File: src/sv/nrlp_pkg.sv
// ----------------------------------------------------------------------------
// NMEA RMC line parser package
// Shared widths, character codes, result codes and scanner types.
// ----------------------------------------------------------------------------
package nrlp_pkg;

  localparam int LINE_CHARS_DEF = 128;
  localparam int VAL_W          = 18;
  localparam int ACC_W          = 22;
  localparam int CNT_W          = 5;
  localparam int HEAD_W         = 4;
  localparam int NUM_LIMIT      = 99999;
  localparam int COMMA_CAP      = 19;
  localparam int HEAD_LEN       = 6;
  localparam int HEAD_FAIL      = 15;
  localparam int MIN_COMMAS     = 6;

  localparam int FIELD_HEAD     = 0;
  localparam int FIELD_STATUS   = 2;
  localparam int FIELD_LAT      = 3;
  localparam int FIELD_LAT_DIR  = 4;
  localparam int FIELD_LON      = 5;
  localparam int FIELD_LON_DIR  = 6;

  localparam logic [7:0] CHAR_CR        = 8'd13;
  localparam logic [7:0] CHAR_PRINT_MIN = 8'd32;
  localparam logic [7:0] CHAR_SPACE     = 8'h20;
  localparam logic [7:0] CHAR_PLUS      = 8'h2B;
  localparam logic [7:0] CHAR_COMMA     = 8'h2C;
  localparam logic [7:0] CHAR_MINUS     = 8'h2D;
  localparam logic [7:0] CHAR_ZERO      = 8'h30;
  localparam logic [7:0] CHAR_NINE      = 8'h39;
  localparam logic [7:0] CHAR_LOCK      = 8'h41;

  typedef enum logic [1:0] {
    CLS_IGNORED,
    CLS_NO_FIX,
    CLS_FIX
  } line_class_t;

  typedef enum logic [1:0] {
    FIX_NONE,
    FIX_NOT_LOCKED,
    FIX_LOCKED
  } fix_state_t;

  typedef enum logic [1:0] {
    PH_SPACES,
    PH_POS,
    PH_NEG,
    PH_STOPPED
  } num_phase_t;

  typedef struct packed {
    num_phase_t              phase;
    logic signed [VAL_W-1:0] acc;
  } num_scan_t;

  function automatic logic [7:0] head_char(input logic [2:0] idx);
    logic [7:0] ch;
    case (idx)
      3'd0:    ch = 8'h24;
      3'd1:    ch = 8'h47;
      3'd2:    ch = 8'h50;
      3'd3:    ch = 8'h52;
      3'd4:    ch = 8'h4D;
      3'd5:    ch = 8'h43;
      default: ch = 8'h00;
    endcase
    return ch;
  endfunction

endpackage

File: src/sv/nmea_rmc_line_parser_core.sv
// ----------------------------------------------------------------------------
// NMEA RMC line parser core
// Parses GPS receiver bytes on the fly and reports the fix at each line end.
// ----------------------------------------------------------------------------
// The block takes one received byte per clock cycle unless held off and never
// stores the line: each beat is registered in the input byte register and then
// folded into the running parse state; the result beat is registered when the
// carriage return that ends the line is folded in. Input is held off only when a
// carriage return finds the result register still occupied. Each result carries
// the line class and the current fix state with the last locked position.
module nmea_rmc_line_parser_core #(
  parameter int LINE_CHARS = nrlp_pkg::LINE_CHARS_DEF
) (
  input  logic        clk,
  input  logic        rst_n,
  input  logic        in_tvalid,
  output logic        in_tready,
  input  logic [7:0]  in_tdata,   // rx_byte[7:0]
  output logic        out_tvalid,
  input  logic        out_tready,
  output logic [55:0] out_tdata,  // fix_state[1:0], latitude_ddmm[19:2],
                                  // latitude_hemisphere[27:20],
                                  // longitude_dddmm[45:28],
                                  // longitude_hemisphere[53:46], zero[55:54]
  output logic [1:0]  out_tuser   // line_class[1:0]
);

  localparam int LEN_W = $clog2(LINE_CHARS);
  localparam int VW    = nrlp_pkg::VAL_W;
  localparam int CW    = nrlp_pkg::CNT_W;

  logic                 in_valid_r, in_valid_nxt;
  logic [7:0]           byte_r;
  logic                 is_cr, is_print, advance;

  logic [LEN_W-1:0]     len_r, len_nxt;
  logic [CW-1:0]        comma_r, comma_nxt;
  logic [3:0]           head_r, head_nxt;
  logic [7:0]           status_r, status_nxt;
  nrlp_pkg::num_phase_t phase_r, phase_nxt;
  logic signed [VW-1:0] new_lat_r, new_lat_nxt;
  logic signed [VW-1:0] new_lon_r, new_lon_nxt;
  logic [7:0]           new_lat_dir_r, new_lat_dir_nxt;
  logic [7:0]           new_lon_dir_r, new_lon_dir_nxt;
  nrlp_pkg::fix_state_t gps_r, gps_nxt;
  logic signed [VW-1:0] held_lat_r, held_lat_nxt;
  logic signed [VW-1:0] held_lon_r, held_lon_nxt;
  logic [7:0]           held_lat_dir_r, held_lat_dir_nxt;
  logic [7:0]           held_lon_dir_r, held_lon_dir_nxt;
  nrlp_pkg::line_class_t cls;

  logic                 out_valid_r, out_valid_nxt;
  logic [55:0]          out_data_r;
  logic [1:0]           out_user_r;

  nrlp_pkg::num_scan_t  scan_in, scan_out;

  assign is_cr    = (byte_r == nrlp_pkg::CHAR_CR);
  assign is_print = (byte_r >= nrlp_pkg::CHAR_PRINT_MIN);
  assign advance  = in_valid_r && (!is_cr || !out_valid_r || out_tready);
  assign in_tready = !in_valid_r || advance;

  assign scan_in.phase = phase_r;
  assign scan_in.acc   = (comma_r == CW'(nrlp_pkg::FIELD_LAT)) ? new_lat_r : new_lon_r;

  nrlp_num_scan u_num_scan (
    .scan_i (scan_in),
    .char_i (byte_r),
    .scan_o (scan_out)
  );

  always_comb begin
    in_valid_nxt     = in_tready ? in_tvalid : in_valid_r;
    len_nxt          = len_r;
    comma_nxt        = comma_r;
    head_nxt         = head_r;
    status_nxt       = status_r;
    phase_nxt        = phase_r;
    new_lat_nxt      = new_lat_r;
    new_lon_nxt      = new_lon_r;
    new_lat_dir_nxt  = new_lat_dir_r;
    new_lon_dir_nxt  = new_lon_dir_r;
    gps_nxt          = gps_r;
    held_lat_nxt     = held_lat_r;
    held_lon_nxt     = held_lon_r;
    held_lat_dir_nxt = held_lat_dir_r;
    held_lon_dir_nxt = held_lon_dir_r;
    cls              = nrlp_pkg::CLS_IGNORED;

    if (is_print && len_r < LEN_W'(LINE_CHARS - 1)) begin
      len_nxt = len_r + LEN_W'(1);
      if (byte_r == nrlp_pkg::CHAR_COMMA) begin
        if (comma_r < CW'(nrlp_pkg::COMMA_CAP)) begin
          comma_nxt = comma_r + CW'(1);
        end
        phase_nxt = nrlp_pkg::PH_SPACES;
      end else begin
        case (comma_r)
          CW'(nrlp_pkg::FIELD_HEAD): begin
            if (head_r < 4'(nrlp_pkg::HEAD_LEN) &&
                byte_r == nrlp_pkg::head_char(head_r[2:0])) begin
              head_nxt = head_r + 4'd1;
            end else begin
              head_nxt = 4'(nrlp_pkg::HEAD_FAIL);
            end
          end
          CW'(nrlp_pkg::FIELD_STATUS): begin
            if (status_r == 8'd0) begin
              status_nxt = byte_r;
            end
          end
          CW'(nrlp_pkg::FIELD_LAT): begin
            phase_nxt   = scan_out.phase;
            new_lat_nxt = scan_out.acc;
          end
          CW'(nrlp_pkg::FIELD_LAT_DIR): begin
            if (new_lat_dir_r == 8'd0) begin
              new_lat_dir_nxt = byte_r;
            end
          end
          CW'(nrlp_pkg::FIELD_LON): begin
            phase_nxt   = scan_out.phase;
            new_lon_nxt = scan_out.acc;
          end
          CW'(nrlp_pkg::FIELD_LON_DIR): begin
            if (new_lon_dir_r == 8'd0) begin
              new_lon_dir_nxt = byte_r;
            end
          end
          default: begin
          end
        endcase
      end
    end else if (is_cr) begin
      if (head_r == 4'(nrlp_pkg::HEAD_LEN) && comma_r >= CW'(nrlp_pkg::MIN_COMMAS)) begin
        if (status_r == nrlp_pkg::CHAR_LOCK) begin
          cls              = nrlp_pkg::CLS_FIX;
          gps_nxt          = nrlp_pkg::FIX_LOCKED;
          held_lat_nxt     = new_lat_r;
          held_lon_nxt     = new_lon_r;
          held_lat_dir_nxt = new_lat_dir_r;
          held_lon_dir_nxt = new_lon_dir_r;
        end else begin
          cls     = nrlp_pkg::CLS_NO_FIX;
          gps_nxt = nrlp_pkg::FIX_NOT_LOCKED;
        end
      end
      len_nxt         = '0;
      comma_nxt       = '0;
      head_nxt        = '0;
      status_nxt      = '0;
      phase_nxt       = nrlp_pkg::PH_SPACES;
      new_lat_nxt     = '0;
      new_lon_nxt     = '0;
      new_lat_dir_nxt = '0;
      new_lon_dir_nxt = '0;
    end

    if (advance && is_cr) begin
      out_valid_nxt = 1'b1;
    end else if (out_tready) begin
      out_valid_nxt = 1'b0;
    end else begin
      out_valid_nxt = out_valid_r;
    end
  end

  always_ff @(posedge clk) begin
    if (!rst_n) begin
      in_valid_r     <= 1'b0;
      out_valid_r    <= 1'b0;
      len_r          <= '0;
      comma_r        <= '0;
      head_r         <= '0;
      status_r       <= '0;
      phase_r        <= nrlp_pkg::PH_SPACES;
      new_lat_r      <= '0;
      new_lon_r      <= '0;
      new_lat_dir_r  <= '0;
      new_lon_dir_r  <= '0;
      gps_r          <= nrlp_pkg::FIX_NONE;
      held_lat_r     <= '0;
      held_lon_r     <= '0;
      held_lat_dir_r <= '0;
      held_lon_dir_r <= '0;
    end else begin
      in_valid_r  <= in_valid_nxt;
      out_valid_r <= out_valid_nxt;
      if (advance) begin
        len_r          <= len_nxt;
        comma_r        <= comma_nxt;
        head_r         <= head_nxt;
        status_r       <= status_nxt;
        phase_r        <= phase_nxt;
        new_lat_r      <= new_lat_nxt;
        new_lon_r      <= new_lon_nxt;
        new_lat_dir_r  <= new_lat_dir_nxt;
        new_lon_dir_r  <= new_lon_dir_nxt;
        gps_r          <= gps_nxt;
        held_lat_r     <= held_lat_nxt;
        held_lon_r     <= held_lon_nxt;
        held_lat_dir_r <= held_lat_dir_nxt;
        held_lon_dir_r <= held_lon_dir_nxt;
      end
    end
  end

  always_ff @(posedge clk) begin
    if (in_tvalid && in_tready) begin
      byte_r <= in_tdata;
    end
    if (advance && is_cr) begin
      out_user_r <= cls;
      out_data_r <= {2'b00, held_lon_dir_nxt, held_lon_nxt, held_lat_dir_nxt,
                     held_lat_nxt, gps_nxt};
    end
  end

  assign out_tvalid = out_valid_r;
  assign out_tdata  = out_data_r;
  assign out_tuser  = out_user_r;

  a_fix_class: assert property (@(posedge clk) disable iff (!rst_n)
    out_tvalid && out_tuser == nrlp_pkg::CLS_FIX |-> out_tdata[1:0] == nrlp_pkg::FIX_LOCKED)
    else $error("fix result without locked state");

  a_nofix_class: assert property (@(posedge clk) disable iff (!rst_n)
    out_tvalid && out_tuser == nrlp_pkg::CLS_NO_FIX |->
      out_tdata[1:0] == nrlp_pkg::FIX_NOT_LOCKED)
    else $error("no-fix result with wrong state");

  a_comma_cap: assert property (@(posedge clk) disable iff (!rst_n)
    comma_r <= CW'(nrlp_pkg::COMMA_CAP))
    else $error("comma count beyond cap");

  a_cr_clears: assert property (@(posedge clk) disable iff (!rst_n)
    advance && is_cr |=> len_r == '0 && comma_r == '0 && head_r == '0)
    else $error("line state not cleared at line end");

endmodule

File: src/sv/nrlp_num_scan.sv
// ----------------------------------------------------------------------------
// NMEA RMC integer scanner
// One character step of a saturating leading-space, sign and digit scan.
// ----------------------------------------------------------------------------
module nrlp_num_scan (
  input  nrlp_pkg::num_scan_t scan_i,
  input  logic [7:0]          char_i,
  output nrlp_pkg::num_scan_t scan_o
);

  logic                                is_digit;
  logic [3:0]                          digit;
  logic signed [nrlp_pkg::ACC_W-1:0]   acc_ext;
  logic signed [nrlp_pkg::ACC_W-1:0]   acc10;
  logic signed [nrlp_pkg::ACC_W-1:0]   sum_pos;
  logic signed [nrlp_pkg::ACC_W-1:0]   sum_neg;

  localparam logic signed [nrlp_pkg::ACC_W-1:0] LIM_POS =
    nrlp_pkg::ACC_W'(nrlp_pkg::NUM_LIMIT);
  localparam logic signed [nrlp_pkg::ACC_W-1:0] LIM_NEG =
    -nrlp_pkg::ACC_W'(nrlp_pkg::NUM_LIMIT);

  assign is_digit = char_i inside {[nrlp_pkg::CHAR_ZERO:nrlp_pkg::CHAR_NINE]};
  assign digit    = 4'(char_i - nrlp_pkg::CHAR_ZERO);
  assign acc_ext  = nrlp_pkg::ACC_W'(scan_i.acc);
  assign acc10    = acc_ext * nrlp_pkg::ACC_W'(10);
  assign sum_pos  = acc10 + nrlp_pkg::ACC_W'(digit);
  assign sum_neg  = acc10 - nrlp_pkg::ACC_W'(digit);

  always_comb begin
    scan_o = scan_i;
    if (scan_i.phase == nrlp_pkg::PH_SPACES && char_i == nrlp_pkg::CHAR_SPACE) begin
      scan_o = scan_i;
    end else if (scan_i.phase == nrlp_pkg::PH_SPACES &&
                 (char_i == nrlp_pkg::CHAR_PLUS || char_i == nrlp_pkg::CHAR_MINUS)) begin
      scan_o.phase = (char_i == nrlp_pkg::CHAR_MINUS) ? nrlp_pkg::PH_NEG : nrlp_pkg::PH_POS;
    end else if (scan_i.phase != nrlp_pkg::PH_STOPPED && is_digit) begin
      if (scan_i.phase == nrlp_pkg::PH_NEG) begin
        scan_o.acc = (sum_neg < LIM_NEG) ? LIM_NEG[nrlp_pkg::VAL_W-1:0]
                                         : sum_neg[nrlp_pkg::VAL_W-1:0];
      end else begin
        scan_o.phase = nrlp_pkg::PH_POS;
        scan_o.acc   = (sum_pos > LIM_POS) ? LIM_POS[nrlp_pkg::VAL_W-1:0]
                                           : sum_pos[nrlp_pkg::VAL_W-1:0];
      end
    end else begin
      scan_o.phase = nrlp_pkg::PH_STOPPED;
    end
  end

endmodule

File: config.mk
export PLATFORM = sky130hd
export DESIGN_NAME = nmea_rmc_line_parser_core
export DESIGN_NICKNAME = d
export VERILOG_FILES = /design/src/sv/nrlp_pkg.sv /design/src/sv/nmea_rmc_line_parser_core.sv /design/src/sv/nrlp_num_scan.sv
export SDC_FILE = /design/constraint.sdc
export NUM_CORES = 1
export LEC_CHECK = 0
export BUFFER_PORTS_ARGS = -buffer_cell sky130_fd_sc_hd__buf_4
export CORE_MARGIN = 2
export CORE_UTILIZATION = 39
export CTS_CLUSTER_DIAMETER = 50
export DETAILED_ROUTE_END_ITERATION = 6
export PLACE_DENSITY = 0.58
export SYNTH_ARGS = -nofsm -noshare
export SYNTH_HDL_FRONTEND = slang
export SYNTH_HIERARCHICAL = 1
export SYNTH_SLANG_ARGS = --single-unit
File: constraint.sdc
create_clock -name clk -period 5.9 [get_ports clk]
set_input_delay 0.885 -clock clk [delete_from_list [all_inputs] [get_ports clk]]
set_output_delay 0.885 -clock clk [all_outputs]
set_load 0.005 [all_outputs]
==> impl_metrics.toml <==
[setup_path]
crit_fanout = 21
crit_path_start_kind = "flop"
critPathRequiredTime_ps = 6260
reg2reg_slack_ps = 240
worst-setup-path-type = "reg -> reg"
worstSetupEndpointType = "flop"
arrival_time_at_the_worst_endpoint_ps = 6030

[route]
avgRoutedWirePerCell_um = 17.88
initialDrtViolationCount = 770
post_drt_via_cell_ratio = 5.623
remaining_drc_errors = 0
vias = 9531
met1Wirelength_um = 15170
drt-total-wl_um = 30310
firstDrtPassIters = 5
met3WireLength_um = 1491
postRouteAntennaNets = 0
detailroute.wirelength.met2_um = 13070
maxUsedRoutingLayer = "met4"

[yosys]
synth-async-reset-ratio_pct = 0
synth.distinct_cells = 89
post_synth_edffs = 64
synth_seq_cells = 198
synthesis.area_per_instance_um2 = 9.436
postSynthCellCount = 1240
postSynth.topFlopCell = "sky130_fd_sc_hd__dfxtp_1"
yosysSeqAreaShare_pct = 39.35
synth_warnings = 6
mappedNetlistArea_um2 = 11700

[placement]
dp_hpwl_um = 21360
routabilityCongestion = 0.8973
port_buffers = 69
post_dp_cell_area_um2 = 12650

[clock_network]
cts.root.buffer_cell = "sky130_fd_sc_hd__clkbuf_16"
cts_tree = "built"
clock_network_latency_to_the_later_pin_of_the_worst_skew_pair_ps = 440
number_of_buffers_created_by_cts = 17
clock_tree.buffer_depth = 2
cts_max_level = 4
cts_num_sinks = 198
worst_setup_hold_path_clk_slew_ps = 70

[global_route]
grt_overflow = 0
initial_antenna_violation_count = 0
grt_pass1_vias = 8818
global_route_wire_length_before_repair_um = 48080
grt.total_usage_pct = 19.34
grt_start_max_net_pins = 96

[floorplan]
design.die.area_um2 = 31410
die_height_um = 177.2
core_region_area_um2 = 29560
die_w_um = 177.2
floorplan.initialDensity_pct = 39.59
rows = 63
boundaryPins = 72

[sta]
slew_headroom_pct = 35.04
max_clock_skew_ps = 9.843
hold-worst-slack_ps = 454.2
timing.final.setup_violations = 0
worst_slew_pin_slew_ps = 974.4
max_slew_violations = 0
period_share_pct = 96.00
period_minus_slack_ps = 5664
max_freq_ghz = 0.1766
timing.final.hold_violations = 0

[run]
max-cap-violations = 0

[power_and_ir_drop]
totalPowerFinal_uw = 2841
power.ir.vdd_worst_mv = 0.2067
p_int_uw = 2151
part_of_the_total_power_dissipated_in_the_clock_network_pct = 41.7
seqPwrFrac_pct = 50.7
combPwrFrac_pct = 7.5
total_switching_power_uw = 689.6
switching_share_pct = 24.27
power_per_cell_area_nw_per_um2 = 211.1
power_leakage_uw = 0.005263

[finish]
final_nets = 1358
antenna-diode-count = 0
area_growth_pct = 15.05
fillers = 2815
layout-drive-gt1-share_pct = 18.16
final_cell_area_excluding_filler_cells_um2 = 13460

[hold_path]
holdCritPathClass = "reg -> reg"

[outcome]
outcome = "completed"
[flip-flops by register name, summed over array words and instances, names as in the netlist, 8 cells and up]
register and cells:
new_lon_dir_r 8, new_lat_dir_r 8, status_r 8, new_lon_r 18, new_lat_r 18, byte_r 8, held_lat_r 18, held_lon_r 18
held_lat_dir_r 8, out_tdata 54, held_lon_dir_r 8
[final cells by class]
class / instances / area (µm²) / area share (%)
Multi-Input combinational cell: 938 / 6813 / 50.61
Clock inverter: 12 / 141.4 / 1.050
Inverter: 22 / 82.58 / 0.6134
Sequential cell: 198 / 4604 / 34.20
Clock buffer: 20 / 456.7 / 3.392
Timing Repair Buffer: 115 / 875.8 / 6.506
Tap cell: 390 / 488.0 / 3.625
[worst paths after layout]
| path | from | cells past startpoint | to |
|---|---|---|---|
| setup / recovery | comma_r[4] | 20 | new_lon_r[13] |
| setup reg to reg | comma_r[4] | 20 | new_lon_r[13] |
| hold / removal | held_lat_dir_r[6] | 2 | held_lat_dir_r[6] |
| hold reg to reg | held_lat_dir_r[6] | 2 | held_lat_dir_r[6] |
[power groups by stage]
stage / clock network, µW / logic, µW / registers [µW]
floorplan: 0 / 166 / 1450
global placement: 0 / 206 / 1470
detailed placement: 0 / 209 / 1470
CTS: 1210 / 211 / 1440
global route: 1270 / 238 / 1440
finish: 1190 / 213 / 1440
[per-stage QoR]
stage / cells / setup WS, ps / util [%] / TNS, ps
floorplan: 1241 / 282.2 / - / 0
global placement: 1654 / 42.84 / 42.81 / 0
detailed placement: 1654 / -41.87 / 42.81 / -82.53
CTS: 1686 / 21.86 / 44.87 / 0
global route: 1695 / -44.20 / 45.54 / -75.13
finish: 1695 / 236.1 / 45.54 / 0
[critical path, stage by stage, from the launching register on]
cell,delay [ps]
sky130_fd_sc_hd__dfxtp_1,390
sky130_fd_sc_hd__nor3_4,240
sky130_fd_sc_hd__and2_1,200
sky130_fd_sc_hd__buf_12,190
sky130_fd_sc_hd__mux2_2,430
sky130_fd_sc_hd__ha_1,320
sky130_fd_sc_hd__ha_1,490
sky130_fd_sc_hd__nor2_1,140
sky130_fd_sc_hd__o31ai_4,390
sky130_fd_sc_hd__buf_4,210
sky130_fd_sc_hd__o211a_1,190
sky130_fd_sc_hd__o211a_1,350
sky130_fd_sc_hd__nand4_4,140
sky130_fd_sc_hd__or2_1,280
sky130_fd_sc_hd__o31ai_2,230
sky130_fd_sc_hd__or3b_4,460
sky130_fd_sc_hd__o21ai_4,260
sky130_fd_sc_hd__or2_4,220
sky130_fd_sc_hd__o211a_1,180
sky130_fd_sc_hd__nand3_1,90
sky130_fd_sc_hd__mux2i_1,190
[cells in the final DEF (no fill, tap or decap), drive strengths merged, types with 10 or more instances in the layout]
master	netlist	layout
clkbuf	49	20
xor2	20	20
dfxtp	134	134
nor4	11	11
and3	10	10
nand2	112	112
edfxtp	64	64
nand4	38	38
a21boi	34	34
nand3	103	103
xnor2	32	32
nor3	24	24
buf	35	115
a21o	11	11
o21ai	100	101
ha	51	51
nor2b	15	15
mux2	70	70
mux2i	36	36
o211ai	16	16
nor2	47	47
a21oi	45	45
a31oi	13	13
a211oi	11	11
inv	22	28
nand2b	11	11
[layer usage]
layer / track usage, % / up-vias
met5: 0 / -
met4: 6.302 / 0
met3: 3.351 / 40
met2: 28.29 / 268
met1: 28.63 / 4512
li1: - / 4711
[cell usage after synthesis, types with 8 or more instances]
master | n | area, µm²
sky130_fd_sc_hd__a21boi_0 | 13 | 97.59
sky130_fd_sc_hd__a21boi_1 | 21 | 157.7
sky130_fd_sc_hd__a21o_1 | 11 | 82.58
sky130_fd_sc_hd__a21oi_1 | 45 | 225.2
sky130_fd_sc_hd__a31oi_1 | 13 | 81.33
sky130_fd_sc_hd__and2_1 | 9 | 56.30
sky130_fd_sc_hd__and3_1 | 10 | 62.56
sky130_fd_sc_hd__buf_2 | 21 | 105.1
sky130_fd_sc_hd__clkbuf_1 | 49 | 183.9
sky130_fd_sc_hd__dfxtp_1 | 134 | 2683
sky130_fd_sc_hd__edfxtp_1 | 64 | 1922
sky130_fd_sc_hd__ha_1 | 51 | 638.1
sky130_fd_sc_hd__inv_1 | 22 | 82.58
sky130_fd_sc_hd__mux2_1 | 48 | 540.5
sky130_fd_sc_hd__mux2_2 | 22 | 247.7
sky130_fd_sc_hd__mux2i_1 | 36 | 360.4
sky130_fd_sc_hd__nand2_1 | 112 | 420.4
sky130_fd_sc_hd__nand2b_1 | 11 | 68.82
sky130_fd_sc_hd__nand3_1 | 102 | 510.5
sky130_fd_sc_hd__nand4_1 | 36 | 225.2
sky130_fd_sc_hd__nor2_1 | 46 | 172.7
sky130_fd_sc_hd__nor2b_1 | 15 | 93.84
sky130_fd_sc_hd__nor3_1 | 21 | 105.1
sky130_fd_sc_hd__nor4_1 | 9 | 56.30
sky130_fd_sc_hd__o211ai_1 | 16 | 120.1
sky130_fd_sc_hd__o21ai_0 | 86 | 430.4
sky130_fd_sc_hd__o21ai_1 | 13 | 65.06
sky130_fd_sc_hd__or3_1 | 8 | 50.05
sky130_fd_sc_hd__xnor2_1 | 31 | 271.5
sky130_fd_sc_hd__xor2_1 | 18 | 157.7
[cell families after synthesis]
| family | share of synthesized area [%] |
|---|---|
| AO/OA/AOI/OAI | 17.47 |
| multiplexers | 9.816 |
| flip-flops | 39.35 |
| other | 0.03205 |
| buffers and inverters | 4.042 |
| adder cells (fa/ha/maj) | 5.967 |
| AND/OR/NAND/NOR | 19.24 |
| XOR/XNOR | 4.085 |
[timing repair]
item                                    in CTS  in global routing
gates resized for setup                      3                 25
hold buffers                                 0                  0
pin swaps                                    0                 10
endpoints found under the hold margin        0                  0
endpoints found under the setup margin       8                 36
setup buffers                                0                  8
gates cloned                                 0                  1
Power figures use the tool's default switching activity.
